File: config.mk
export PLATFORM = sky130hd
export DESIGN_NAME = telemetry_text_field_parser
export DESIGN_NICKNAME = d
export VERILOG_FILES = /design/src/ttfp_pkg.sv /design/src/ttfp_num_feed.sv /design/src/telemetry_text_field_parser.sv
export SDC_FILE = /design/constraint.sdc
export NUM_CORES = 2
export LEC_CHECK = 0
export ABC_AREA = 1
export BUFFER_PORTS_ARGS = -buffer_cell sky130_fd_sc_hd__buf_2
export CAP_MARGIN = 30
export CORE_MARGIN = 4
export CORE_UTILIZATION = 43
export DETAILED_ROUTE_END_ITERATION = 16
export PLACE_DENSITY = 0.57
export SETUP_SLACK_MARGIN = 0.1
export SYNTH_ARGS = -nofsm -noshare
export SYNTH_HDL_FRONTEND = slang
export SYNTH_SLANG_ARGS = --single-unit
File: constraint.sdc
create_clock -name clk -period 12.01 [get_ports clk]
set_input_delay 2.402 -clock clk [delete_from_list [all_inputs] [get_ports clk]]
set_output_delay 2.402 -clock clk [all_outputs]
set_load 0.01 [all_outputs]
File: src/ttfp_pkg.sv
// ============================================================================
// ttfp_pkg
// Shared types and constants for the telemetry text field parser.
// ============================================================================
`default_nettype none

package ttfp_pkg;

    // Field and value sizes.
    localparam int NUM_FIELDS = 9;
    localparam int VAL_W      = 25;
    localparam int ACC_W      = 24;
    localparam int CNT_W      = 4;
    localparam int FRAC_W     = 3;

    // Magnitude ceiling of any parsed value.
    localparam logic [ACC_W-1:0] VALUE_LIMIT = 24'd9999900;

    // Field indexes that have special handling.
    localparam logic [3:0] IDX_PACKET   = 4'd0;
    localparam logic [3:0] IDX_PRESSURE = 4'd6;
    localparam logic [3:0] IDX_RSSI     = 4'd7;
    localparam logic [3:0] IDX_SNR      = 4'd8;

    // ASCII codes.
    localparam logic [7:0] CH_P     = 8'h50;
    localparam logic [7:0] CH_COMMA = 8'h2C;
    localparam logic [7:0] CH_SEMI  = 8'h3B;
    localparam logic [7:0] CH_MINUS = 8'h2D;
    localparam logic [7:0] CH_PLUS  = 8'h2B;
    localparam logic [7:0] CH_DOT   = 8'h2E;
    localparam logic [7:0] CH_SPACE = 8'h20;
    localparam logic [7:0] CH_TAB   = 8'h09;
    localparam logic [7:0] CH_CR    = 8'h0D;
    localparam logic [7:0] CH_ZERO  = 8'h30;
    localparam logic [7:0] CH_NINE  = 8'h39;

    // Parser position within a record.
    typedef enum logic [3:0] {
        ST_IDLE     = 4'd0,
        ST_SKIP     = 4'd1,
        ST_FIELD1   = 4'd2,
        ST_FIELD2   = 4'd3,
        ST_FIELD3   = 4'd4,
        ST_FIELD4   = 4'd5,
        ST_FIELD5   = 4'd6,
        ST_FIELD6   = 4'd7,
        ST_PRESSURE = 4'd8,
        ST_SEEK     = 4'd9,
        ST_RSSI     = 4'd10,
        ST_SNR      = 4'd11,
        ST_DROP     = 4'd12
    } stage_t;

    // Running state of the number being read.
    typedef struct packed {
        logic              started;
        logic              neg;
        logic              point;
        logic              stop;
        logic [FRAC_W-1:0] frac;
        logic [CNT_W-1:0]  cnt;
        logic [ACC_W-1:0]  acc;
    } num_t;

    localparam num_t NUM_CLEAR = '0;

    // Powers of ten for the fraction scale.
    function automatic logic [13:0] pow10(input logic [FRAC_W-1:0] n);
        logic [13:0] p;
        case (n)
            3'd0:    p = 14'd1;
            3'd1:    p = 14'd10;
            3'd2:    p = 14'd100;
            3'd3:    p = 14'd1000;
            3'd4:    p = 14'd10000;
            default: p = 14'd0;
        endcase
        return p;
    endfunction

    // Clamp a wide magnitude to the value ceiling.
    function automatic logic [ACC_W-1:0] sat(input logic [27:0] v);
        logic [ACC_W-1:0] r;
        if (v > {4'd0, VALUE_LIMIT})
        begin
            r = VALUE_LIMIT;
        end
        else
        begin
            r = v[ACC_W-1:0];
        end
        return r;
    endfunction

    // Signed value of a finished number.
    function automatic logic signed [VAL_W-1:0] to_signed(input num_t n);
        logic signed [VAL_W-1:0] m;
        m = $signed({1'b0, n.acc});
        return n.neg ? -m : m;
    endfunction

endpackage

`default_nettype wire

File: src/ttfp_num_feed.sv
// ============================================================================
// ttfp_num_feed
// Folds one character into the running decimal number of a field.
// ============================================================================
`default_nettype none

module ttfp_num_feed #(
    parameter int FRACTION_DIGITS = 2
) (
    input  wire logic [7:0]                  char_in,
    input  wire logic [ttfp_pkg::CNT_W-1:0]  limit,
    input  wire ttfp_pkg::num_t              num_cur,
    output ttfp_pkg::num_t                   num_nxt
);
    import ttfp_pkg::*;

    logic             is_ws;
    logic             is_digit;
    logic [3:0]       digit;
    logic [17:0]      int_add;
    logic [17:0]      frac_add;
    logic [27:0]      scaled;
    logic [ACC_W-1:0] scaled_sat;
    logic [FRAC_W-1:0] frac_exp;

    assign is_ws    = (char_in == CH_SPACE) || (char_in >= CH_TAB && char_in <= CH_CR);
    assign is_digit = (char_in >= CH_ZERO) && (char_in <= CH_NINE);
    assign digit    = 4'(char_in - CH_ZERO);
    assign frac_exp = FRAC_W'(FRACTION_DIGITS - 1) - num_cur.frac;
    assign int_add  = 18'(digit) * 18'(pow10(FRAC_W'(FRACTION_DIGITS)));
    assign frac_add = 18'(digit) * 18'(pow10(frac_exp));
    assign scaled     = 28'(num_cur.acc) * 28'd10;
    assign scaled_sat = sat(scaled);

    always_comb
    begin
        num_nxt = num_cur;
        if (!num_cur.stop && (num_cur.cnt < limit))
        begin
            num_nxt.cnt = num_cur.cnt + 1'b1;
            if (!num_cur.started && is_ws)
            begin
                // Leading white space only uses up a character.
            end
            else if (!num_cur.started && (char_in == CH_PLUS || char_in == CH_MINUS))
            begin
                num_nxt.started = 1'b1;
                num_nxt.neg     = (char_in == CH_MINUS);
            end
            else if (is_digit)
            begin
                num_nxt.started = 1'b1;
                if (!num_cur.point)
                begin
                    num_nxt.acc = sat(28'(scaled_sat) + 28'(int_add));
                end
                else if (num_cur.frac < FRAC_W'(FRACTION_DIGITS))
                begin
                    num_nxt.acc  = sat(28'(num_cur.acc) + 28'(frac_add));
                    num_nxt.frac = num_cur.frac + 1'b1;
                end
            end
            else if (char_in == CH_DOT && !num_cur.point)
            begin
                num_nxt.started = 1'b1;
                num_nxt.point   = 1'b1;
            end
            else
            begin
                num_nxt.stop = 1'b1;
            end
        end
    end

endmodule

`default_nettype wire

File: src/telemetry_text_field_parser.sv
// ============================================================================
// telemetry_text_field_parser
// Parses a telemetry text record, one character per transaction, into nine
// fixed point fields and reports them when the record ends.
// ============================================================================
// The result for a character marked last is registered and shown in the cycle
// after that character is accepted.
// Throughput: one character per cycle; input is stalled only while a result
// waits on the output.
// Reset: asynchronous, active low; parser returns to awaiting a record and all
// held and pending values read as zero.
`default_nettype none

module telemetry_text_field_parser #(
    parameter int LONG_FIELD_CHARS     = 5,
    parameter int SHORT_FIELD_CHARS    = 3,
    parameter int PRESSURE_FIELD_CHARS = 4,
    parameter int FRACTION_DIGITS      = 2
) (
    input  wire logic               clk,
    input  wire logic               rst_n,
    input  wire logic               in_valid,
    output logic                    in_ready,
    input  wire logic [7:0]         char_byte,
    input  wire logic               last_char,
    input  wire logic [3:0]         field_select,
    output logic                    out_valid,
    input  wire logic               out_ready,
    output logic                    record_valid,
    output logic signed [24:0]      selected_value,
    output logic signed [24:0]      packet_number_value,
    output logic signed [24:0]      light_value,
    output logic signed [24:0]      cpu_temp_value,
    output logic signed [24:0]      avg_temp_value,
    output logic signed [24:0]      humidity_value,
    output logic signed [24:0]      accel_value,
    output logic signed [24:0]      pressure_value,
    output logic signed [24:0]      rssi_value,
    output logic signed [24:0]      snr_value
);
    import ttfp_pkg::*;

    // Parser state.
    stage_t     stage_reg, stage_next;
    logic [1:0] skip_cnt_reg, skip_cnt_next;
    num_t       num_reg, num_next;

    // Values of the record in progress, and of the last complete record.
    logic signed [VAL_W-1:0] pending_reg [NUM_FIELDS];
    logic signed [VAL_W-1:0] pending_next [NUM_FIELDS];
    logic signed [VAL_W-1:0] held_reg [NUM_FIELDS];
    logic signed [VAL_W-1:0] held_next [NUM_FIELDS];

    // Result register.
    logic                    out_valid_reg, out_valid_next;
    logic                    record_valid_reg, record_valid_next;
    logic signed [VAL_W-1:0] selected_reg, selected_next;

    logic             accept;
    logic [3:0]       field_idx;
    logic [CNT_W-1:0] field_limit;
    num_t             num_fed;
    stage_t           stage_mid;
    num_t             num_mid;

    // The input side moves whenever the result register is empty or being
    // drained in this same cycle.
    assign in_ready = !out_valid_reg || out_ready;
    assign accept   = in_valid && in_ready;

    // Which field the current character belongs to.
    always_comb
    begin
        case (stage_reg)
            ST_RSSI: field_idx = IDX_RSSI;
            ST_SNR:  field_idx = IDX_SNR;
            default: field_idx = 4'(stage_reg - ST_FIELD1);
        endcase
    end

    always_comb
    begin
        if (field_idx == IDX_PACKET)
        begin
            field_limit = CNT_W'(LONG_FIELD_CHARS);
        end
        else if (field_idx == IDX_PRESSURE)
        begin
            field_limit = CNT_W'(PRESSURE_FIELD_CHARS);
        end
        else
        begin
            field_limit = CNT_W'(SHORT_FIELD_CHARS);
        end
    end

    ttfp_num_feed #(
        .FRACTION_DIGITS (FRACTION_DIGITS)
    ) u_num_feed (
        .char_in (char_byte),
        .limit   (field_limit),
        .num_cur (num_reg),
        .num_nxt (num_fed)
    );

    // Record walk: first the character itself moves the parser, then a marked
    // record end reports a result and, if SNR was reached, closes SNR and commits.
    always_comb
    begin
        stage_next        = stage_reg;
        skip_cnt_next     = skip_cnt_reg;
        num_next          = num_reg;
        pending_next      = pending_reg;
        held_next         = held_reg;
        out_valid_next    = out_valid_reg && !out_ready;
        record_valid_next = record_valid_reg;
        selected_next     = selected_reg;
        stage_mid         = stage_reg;
        num_mid           = num_reg;

        if (accept)
        begin
            case (stage_reg)
                ST_IDLE:
                begin
                    stage_mid     = (char_byte == CH_P) ? ST_SKIP : ST_DROP;
                    skip_cnt_next = 2'd0;
                    num_mid       = NUM_CLEAR;
                end
                ST_SKIP:
                begin
                    skip_cnt_next = skip_cnt_reg + 1'b1;
                    if (skip_cnt_reg == 2'd1)
                    begin
                        stage_mid = ST_FIELD1;
                        num_mid   = NUM_CLEAR;
                    end
                end
                ST_FIELD1, ST_FIELD2, ST_FIELD3, ST_FIELD4, ST_FIELD5, ST_FIELD6:
                begin
                    if (char_byte == CH_COMMA)
                    begin
                        pending_next[field_idx] = to_signed(num_reg);
                        num_mid   = NUM_CLEAR;
                        stage_mid = stage_t'(stage_reg + 4'd1);
                    end
                    else
                    begin
                        num_mid = num_fed;
                    end
                end
                ST_PRESSURE:
                begin
                    if (char_byte == CH_SEMI)
                    begin
                        pending_next[IDX_PRESSURE] = to_signed(num_reg);
                        num_mid   = NUM_CLEAR;
                        stage_mid = ST_SEEK;
                    end
                    else
                    begin
                        num_mid = num_fed;
                    end
                end
                ST_SEEK:
                begin
                    if (char_byte == CH_MINUS)
                    begin
                        stage_mid = ST_RSSI;
                        num_mid   = NUM_CLEAR;
                    end
                end
                ST_RSSI:
                begin
                    if (char_byte == CH_COMMA)
                    begin
                        pending_next[IDX_RSSI] = to_signed(num_reg);
                        num_mid   = NUM_CLEAR;
                        stage_mid = ST_SNR;
                    end
                    else
                    begin
                        num_mid = num_fed;
                    end
                end
                ST_SNR:
                begin
                    num_mid = num_fed;
                end
                default:
                begin
                    // Rest of a record that did not start with P.
                end
            endcase

            stage_next = stage_mid;
            num_next   = num_mid;

            if (last_char)
            begin
                record_valid_next = (stage_mid == ST_SNR);
                if (stage_mid == ST_SNR)
                begin
                    pending_next[IDX_SNR] = to_signed(num_mid);
                    held_next = pending_next;
                end
                stage_next     = ST_IDLE;
                skip_cnt_next  = 2'd0;
                num_next       = NUM_CLEAR;
                out_valid_next = 1'b1;

                if (field_select >= 4'd1 && field_select <= 4'(NUM_FIELDS))
                begin
                    selected_next = held_next[4'(field_select - 4'd1)];
                end
                else
                begin
                    selected_next = '0;
                end
            end
        end
    end

    always_ff @(posedge clk or negedge rst_n)
    begin
        if (!rst_n)
        begin
            stage_reg        <= ST_IDLE;
            skip_cnt_reg     <= 2'd0;
            num_reg          <= NUM_CLEAR;
            out_valid_reg    <= 1'b0;
            record_valid_reg <= 1'b0;
            selected_reg     <= '0;
            for (int i = 0; i < NUM_FIELDS; i++)
            begin
                pending_reg[i] <= '0;
                held_reg[i]    <= '0;
            end
        end
        else
        begin
            stage_reg        <= stage_next;
            skip_cnt_reg     <= skip_cnt_next;
            num_reg          <= num_next;
            out_valid_reg    <= out_valid_next;
            record_valid_reg <= record_valid_next;
            selected_reg     <= selected_next;
            pending_reg      <= pending_next;
            held_reg         <= held_next;
        end
    end

    // The held values only move together with a new result, so they serve
    // directly as the per-field part of the result register.
    assign out_valid           = out_valid_reg;
    assign record_valid        = record_valid_reg;
    assign selected_value      = selected_reg;
    assign packet_number_value = held_reg[0];
    assign light_value         = held_reg[1];
    assign cpu_temp_value      = held_reg[2];
    assign avg_temp_value      = held_reg[3];
    assign humidity_value      = held_reg[4];
    assign accel_value         = held_reg[5];
    assign pressure_value      = held_reg[6];
    assign rssi_value          = held_reg[7];
    assign snr_value           = held_reg[8];

endmodule

`default_nettype wire

Word level (Yosys, flattened, before mapping):

Cells that the tools add are included.

* register bits after elaboration: 518
* word-level logic and storage cells: 182
* output and inout bits: 253
* bits of input ports: 17

* order comparisons: 14
* muxes and demuxes: 66
* $mul: 3
* reduce and logical (&&, ||, !) cells: 27
* equality and inequality tests: 28
* bitwise gates (word level): 2
* add/subtract/negate cells: 12

Operators with widths (number)
* $mux W225: 4
* $mux W25: 11
* $mux W35: 7
* $bwmux W225: 1
* $pmux W35 S6: 1
* $mux W24: 8
* $mux W150: 1
* $bmux W25 S4: 1
* $demux W25 S4: 1
* $pmux W25 S2: 2
* $gt A28 B24 Y1 const B: 3
* $pmux W14 S5: 1
* $neg A24 Y25: 2
* $eq A8 B6 Y1 const B: 6
* $mux W4: 8
* $mul A24 B3 Y27 const B: 1
* $add A24 B11 Y25: 1
* $add A24 B18 Y25: 1
* $pmux W4 S6: 1
* $eq A4 B3 Y1 const B: 5
* $eq A4 B4 Y1 const B: 5
* $mul A4 B14 Y18: 1
* $mux W3: 5
* $ge A5 B5 Y1 const B: 2
* other kinds (42): 73

Logic depth before layout (Yosys ltp):

* depth in word-level cells: 25
* depth in mapped cells: 65
* mapped depth without buffers: 63

By module:

Synthesis repeated with hierarchy kept, for this count alone.

* cell total of the unflattened synthesis: 5044
* area total of the unflattened synthesis: 34448.0 um2

Modules (own cells, without submodules)
* telemetry_text_field_parser: area an instance 27356.2 um2, cells an instance 3828, times used 1, seq. area each 12336.8 um2
* ttfp_num_feed: area an instance 7091.8 um2, cells an instance 1216, times used 1, seq. area each 0.0 um2

Worst setup path after synthesis:

OpenSTA, ideal clock, no wires.

* path type: input-to-reg
* from: input char_byte[1]
* to: register selected_reg[24] (netlist: selected_value[24])
* stages on the path: 41
* required time: 11.892 ns
* path buffers: 1
* library setup time: 0.118 ns
* setup slack: 3.650 ns
* data arrival time: 8.242 ns
* cells stage by stage: inv_1 nor2_1 inv_1 fa_1 inv_1 fa_1 fa_1 ha_1 inv_1 o21ai_0 nand3_1 nand2_1 a21boi_0 o21ai_0 nand3_1 xor2_1 inv_1 nor3_1 [... 5 more ...] a21oi_1 nand2_1 o21ai_0 nand2_1 nand2_1 inv_1 ha_1 inv_1 nor2_1 nand2_1 nor2_2 nand3_1 nand2_2 nand2_1 a21oi_1 o21ai_1 nand3_1 nand2_1

* cells in the longest elaborated chain, start to end: 23
* elaborated cells between the ends (all ways): 61
* classes of those cells: 4 x add/sub; 2 x mul; 6 x order compare; 7 x eq/ne; 36 x mux; 6 x reduce/logical

RTL lines
* start: declaration: line telemetry_text_field_parser.sv:24 `input wire logic [7:0] char_byte,`
* $sub A4 B1 Y4: line ttfp_num_feed.sv:28 `assign digit = 4'(char_in - CH_ZERO);`
* $mul A4 B14 Y18: line ttfp_num_feed.sv:31 `assign frac_add = 18'(digit) * 18'(pow10(frac_exp));`
* $add A24 B18 Y25: line ttfp_num_feed.sv:59 `num_nxt.acc = sat(28'(num_cur.acc) + 28'(frac_add));`
* $gt A28 B24 Y1: line ttfp_pkg.sv:85 `if (v > {4'd0, VALUE_LIMIT})`
* $mux W24: line ttfp_pkg.sv:85
* $mux W24: line ttfp_num_feed.sv:57 `else if (num_cur.frac < FRAC_W'(FRACTION_DIGITS))`
* $mux W24: line ttfp_num_feed.sv:53 `if (!num_cur.point)`
* $mux W24: line ttfp_num_feed.sv:50 `else if (is_digit)`
* [... 6 more ...]
* $neg A24 Y25: line ttfp_pkg.sv:100 `return n.neg ? -m : m;`
* $mux W25: line ttfp_pkg.sv:100
* $mux W225 *: line telemetry_text_field_parser.sv:202 `if (stage_mid == ST_SNR)`
* $mux W225 *: line telemetry_text_field_parser.sv:199 `if (last_char)`
* $mux W225 *: line telemetry_text_field_parser.sv:121 `if (accept)`
* $bmux W25 S4 *: line telemetry_text_field_parser.sv:214 `selected_next = held_next[4'(field_select - 4'd1)];`
* $mux W25 (not written as such) * (2 in series): line telemetry_text_field_parser.sv:214
* $mux W25 *: line telemetry_text_field_parser.sv:212 `if (field_select >= 4'd1 && field_select <= 4'(NUM_FIELDS))`
* end signal: assignment: line telemetry_text_field_parser.sv:247 `selected_reg <= selected_next;`
* end: declaration: line telemetry_text_field_parser.sv:57 `logic signed [VAL_W-1:0] selected_reg, selected_next;`

Every way passes the cells marked *; elsewhere a longest branch is shown, timed or not. The select of a mux whose other input is x is not followed.
A chain may end at the register's enable or synchronous reset.

Worst setup path in the final report:

Same ends and word-level chain as after synthesis.

==> impl_metrics.json <==
{
  "outcome": "finished, final reports clean",
  "crit_fanout": 22,
  "finalCriticalPeriod_ns": 9.51,
  "ys_warn_count": 0,
  "required_ns": 12.52,
  "cap_violations": 0,
  "worstSetupStartpointType": "input port",
  "layout_setup_ws_ns": 2.50,
  "async_reset_ff_frac": 1.00,
  "cts_max_level": 2,
  "synth_cell_types": 55,
  "setup_viol": 0,
  "post_cts_resized": 0,
  "start_util": 0.434,
  "syn_to_final_growth_pct": 12.1,
  "path_clk_slew_ns": 0.06,
  "dp_slack_ns": 2.07,
  "postCtsSetupBuffers": 0,
  "period_share": 0.792,
  "clkSinkCount": 493,
  "largest_reg_flops": 200,
  "stdcell_area_um2": 37000,
  "critPathMostFrequentCell": "nand2_1",
  "ir_drop_mv": 0.119,
  "wl_per_cell_um": 21.6,
  "clk_path_buf_depth": 3,
  "layout-drive-gt1-share": 0.0985,
  "grt_pass1_wl_um": 193000,
  "final_nets": 5035,
  "final_antenna_net_count": 0,
  "num_rows": 101,
  "slowest_delay_ns": 0.54,
  "overflow": 0,
  "syn_inst": 4734,
  "r2r_slack_ns": 2.67,
  "hpwl_um": 92700,
  "synth_area_um2": 33000,
  "routed_wl_um": 128000,
  "seq_area_um2": 12300,
  "n_fill_cell": 7922,
  "first_iter_violations": 3639,
  "synth-main-ff-cell": "dfrtp_1",
  "tns_ns": 0,
  "r2r_cells": 57,
  "portBuffers": 269,
  "hp-class": "flip-flop to flip-flop",
  "ys_ff_latch": 493,
  "n_antenna_cell": 0,
  "p_leak_nw": 18.7,
  "hold_viol_final": 0,
  "dr.pass1.iters": 6,
  "powerDensity_nw_per_um2": 119,
  "dieHeight_um": 285,
  "ctsHoldBuffers": 0,
  "antenna_found_initial": 3,
  "clk_latency_ns": 0.63,
  "drc_errors": 0,
  "multi_input_area_um2": 17400,
  "crit_type": "input port to flip-flop",
  "worstPathArrival_ns": 10.02,
  "die_w_um": 285,
  "via_per_inst": 5.54,
  "avgSynthCellArea_um2": 6.98,
  "cts_buffers": 54,
  "finalClockSkew_ns": 0.0300,
  "cts_tree": "yes",
  "synth-seq-area-share": 0.373,
  "clock-root-buffer": "clkbuf_16",
  "synth_edf_count": 0,
  "tightest_slew_ns": 1.18,
  "place_congestion": 0.944,
  "relSlewSlack": 0.206,
  "ioPinCount": 270,
  "core-area_um2": 76100,
  "grt.total_usage": 0.306,
  "vias": 32900,
  "synth_fp_nets": 4904,
  "grt_max_degree": 167,
  "worstSetupEndpointType": "flip-flop",
  "grt_pass1_vias": 30500,
  "slowest_stage": "fa_1",
  "whs_path_depth": 2,
  "place_area_um2": 35200,
  "fmax_ghz": 0.105,
  "rsz0062_at_grt": "no",
  "drv_slew": 0,
  "dieArea_um2": 81300
}
-- logic make-up after synthesis --
| group | Yosys count | synth area share |
|---|---|---|
| buffers and inverters | 879 | 0.101 |
| XOR/XNOR | 73 | 0.0194 |
| flip-flops | 493 | 0.373 |
| AO/OA/AOI/OAI | 1192 | 0.205 |
| AND/OR/NAND/NOR | 1944 | 0.236 |
| adder cells (fa/ha/maj) | 153 | 0.0659 |
-- worst max-delay path: cells and delay by family --
| kind | cells | cell delay (ns) |
|---|---|---|
| adder cells (fa/ha/maj) | 5 | 1.95 |
| AND/OR/NAND/NOR | 20 | 3.06 |
| buffers and inverters | 8 | 0.88 |
| XOR/XNOR | 1 | 0.22 |
| AO/OA/AOI/OAI | 7 | 1.47 |
-- area by class of cell --
class / count / area share
well taps: 1030 / 0.0348
clock inverters: 17 / 0.00517
repair buffers: 325 / 0.0497
flip-flops and latches: 493 / 0.333
inverters: 629 / 0.0641
clock buffers: 78 / 0.0427
multi-input cells: 3362 / 0.470
-- power breakdown --
part | switching, mW | internal [mW] | leakage (nW)
Clock | 0.737 | 0.959 | 0.872
Combinational | 0.618 | 0.252 | 11.2
Sequential | 0.0844 | 1.77 | 6.62
Total | 1.44 | 2.98 | 18.7
-- Yosys cell counts (5+ instances only) --
master | n | share of area
nor3_1 | 49 | 0.0074
o21ai_0 | 651 | 0.099
nand4_1 | 34 | 0.0064
o211ai_1 | 106 | 0.024
clkinv_1 | 9 | 0.0010
o21ai_1 | 19 | 0.0029
ha_1 | 118 | 0.045
a31oi_1 | 17 | 0.0032
xor2_1 | 56 | 0.015
o31ai_1 | 15 | 0.0034
nand3b_1 | 9 | 0.0020
o311ai_0 | 7 | 0.0019
nor2_2 | 9 | 0.0017
dfrtp_1 | 493 | 0.37
xnor2_1 | 17 | 0.0045
buf_2 | 5 | 0.00076
fa_1 | 35 | 0.021
a41oi_1 | 24 | 0.0064
o21bai_1 | 8 | 0.0018
or2_2 | 23 | 0.0044
a211oi_1 | 6 | 0.0014
nand3_1 | 139 | 0.021
a21oi_1 | 164 | 0.025
o221ai_1 | 10 | 0.0027
inv_2 | 13 | 0.0015
nor2_1 | 299 | 0.034
buf_1 | 12 | 0.0014
o22ai_1 | 132 | 0.025
nand2_1 | 1368 | 0.16
inv_1 | 607 | 0.069
a221oi_1 | 8 | 0.0021
clkbuf_1 | 230 | 0.026
-- metal layers --
| metal | global-route usage | share of wire | vias up |
|---|---|---|---|
| met1 | 0.449 | 0.46 | 15800 |
| met4 | 0.0663 | 0.021 | 0 |
| met3 | 0.0581 | 0.080 | 151 |
| met2 | 0.473 | 0.44 | 1190 |
| met5 | 0 | 0 | - |
| li1 | - | - | 15700 |
-- cell usage in the layout, fill, tap and decap left out, types with 16 or more instances in the layout --
master and n:
nand2_1 1366, dfrtp_1 493, a21oi_1 164, buf_4 52, nand3_1 139, clkbuf_16 54, o211ai_1 106, nor2_1 295
nand4_1 34, ha_1 118, xor2_1 56, o21ai_1 19, a31oi_1 16, nor3_1 47, buf_2 268, o22ai_1 132
inv_1 605, fa_1 35, or2_2 23, o21ai_0 651, a41oi_1 24
-- metrics by stage --
stage               utilization  hold WS [ns]  std cells  power [mW]
global placement          0.463         0.460       5835        2.73
finish                    0.487         0.482       5934        4.42
global route              0.487         0.489       5934        4.61
CTS                       0.487         0.482       5933        4.43
floorplan                     -         0.446       4734        2.38
detailed placement        0.463         0.466       5838        2.74
-- worst paths after layout --
path                                 endpoint             start
setup / recovery           selected_value[24]      char_byte[1]
hold / removal               pending_reg[116]  pending_reg[116]
hold reg to reg              pending_reg[116]  pending_reg[116]
max in group asynchronous      accel_value[9]             rst_n
setup reg to reg           selected_value[24]        num_reg[1]
min in group asynchronous         num_reg[12]             rst_n
Note: power is estimated with default switching activity, not from simulation.
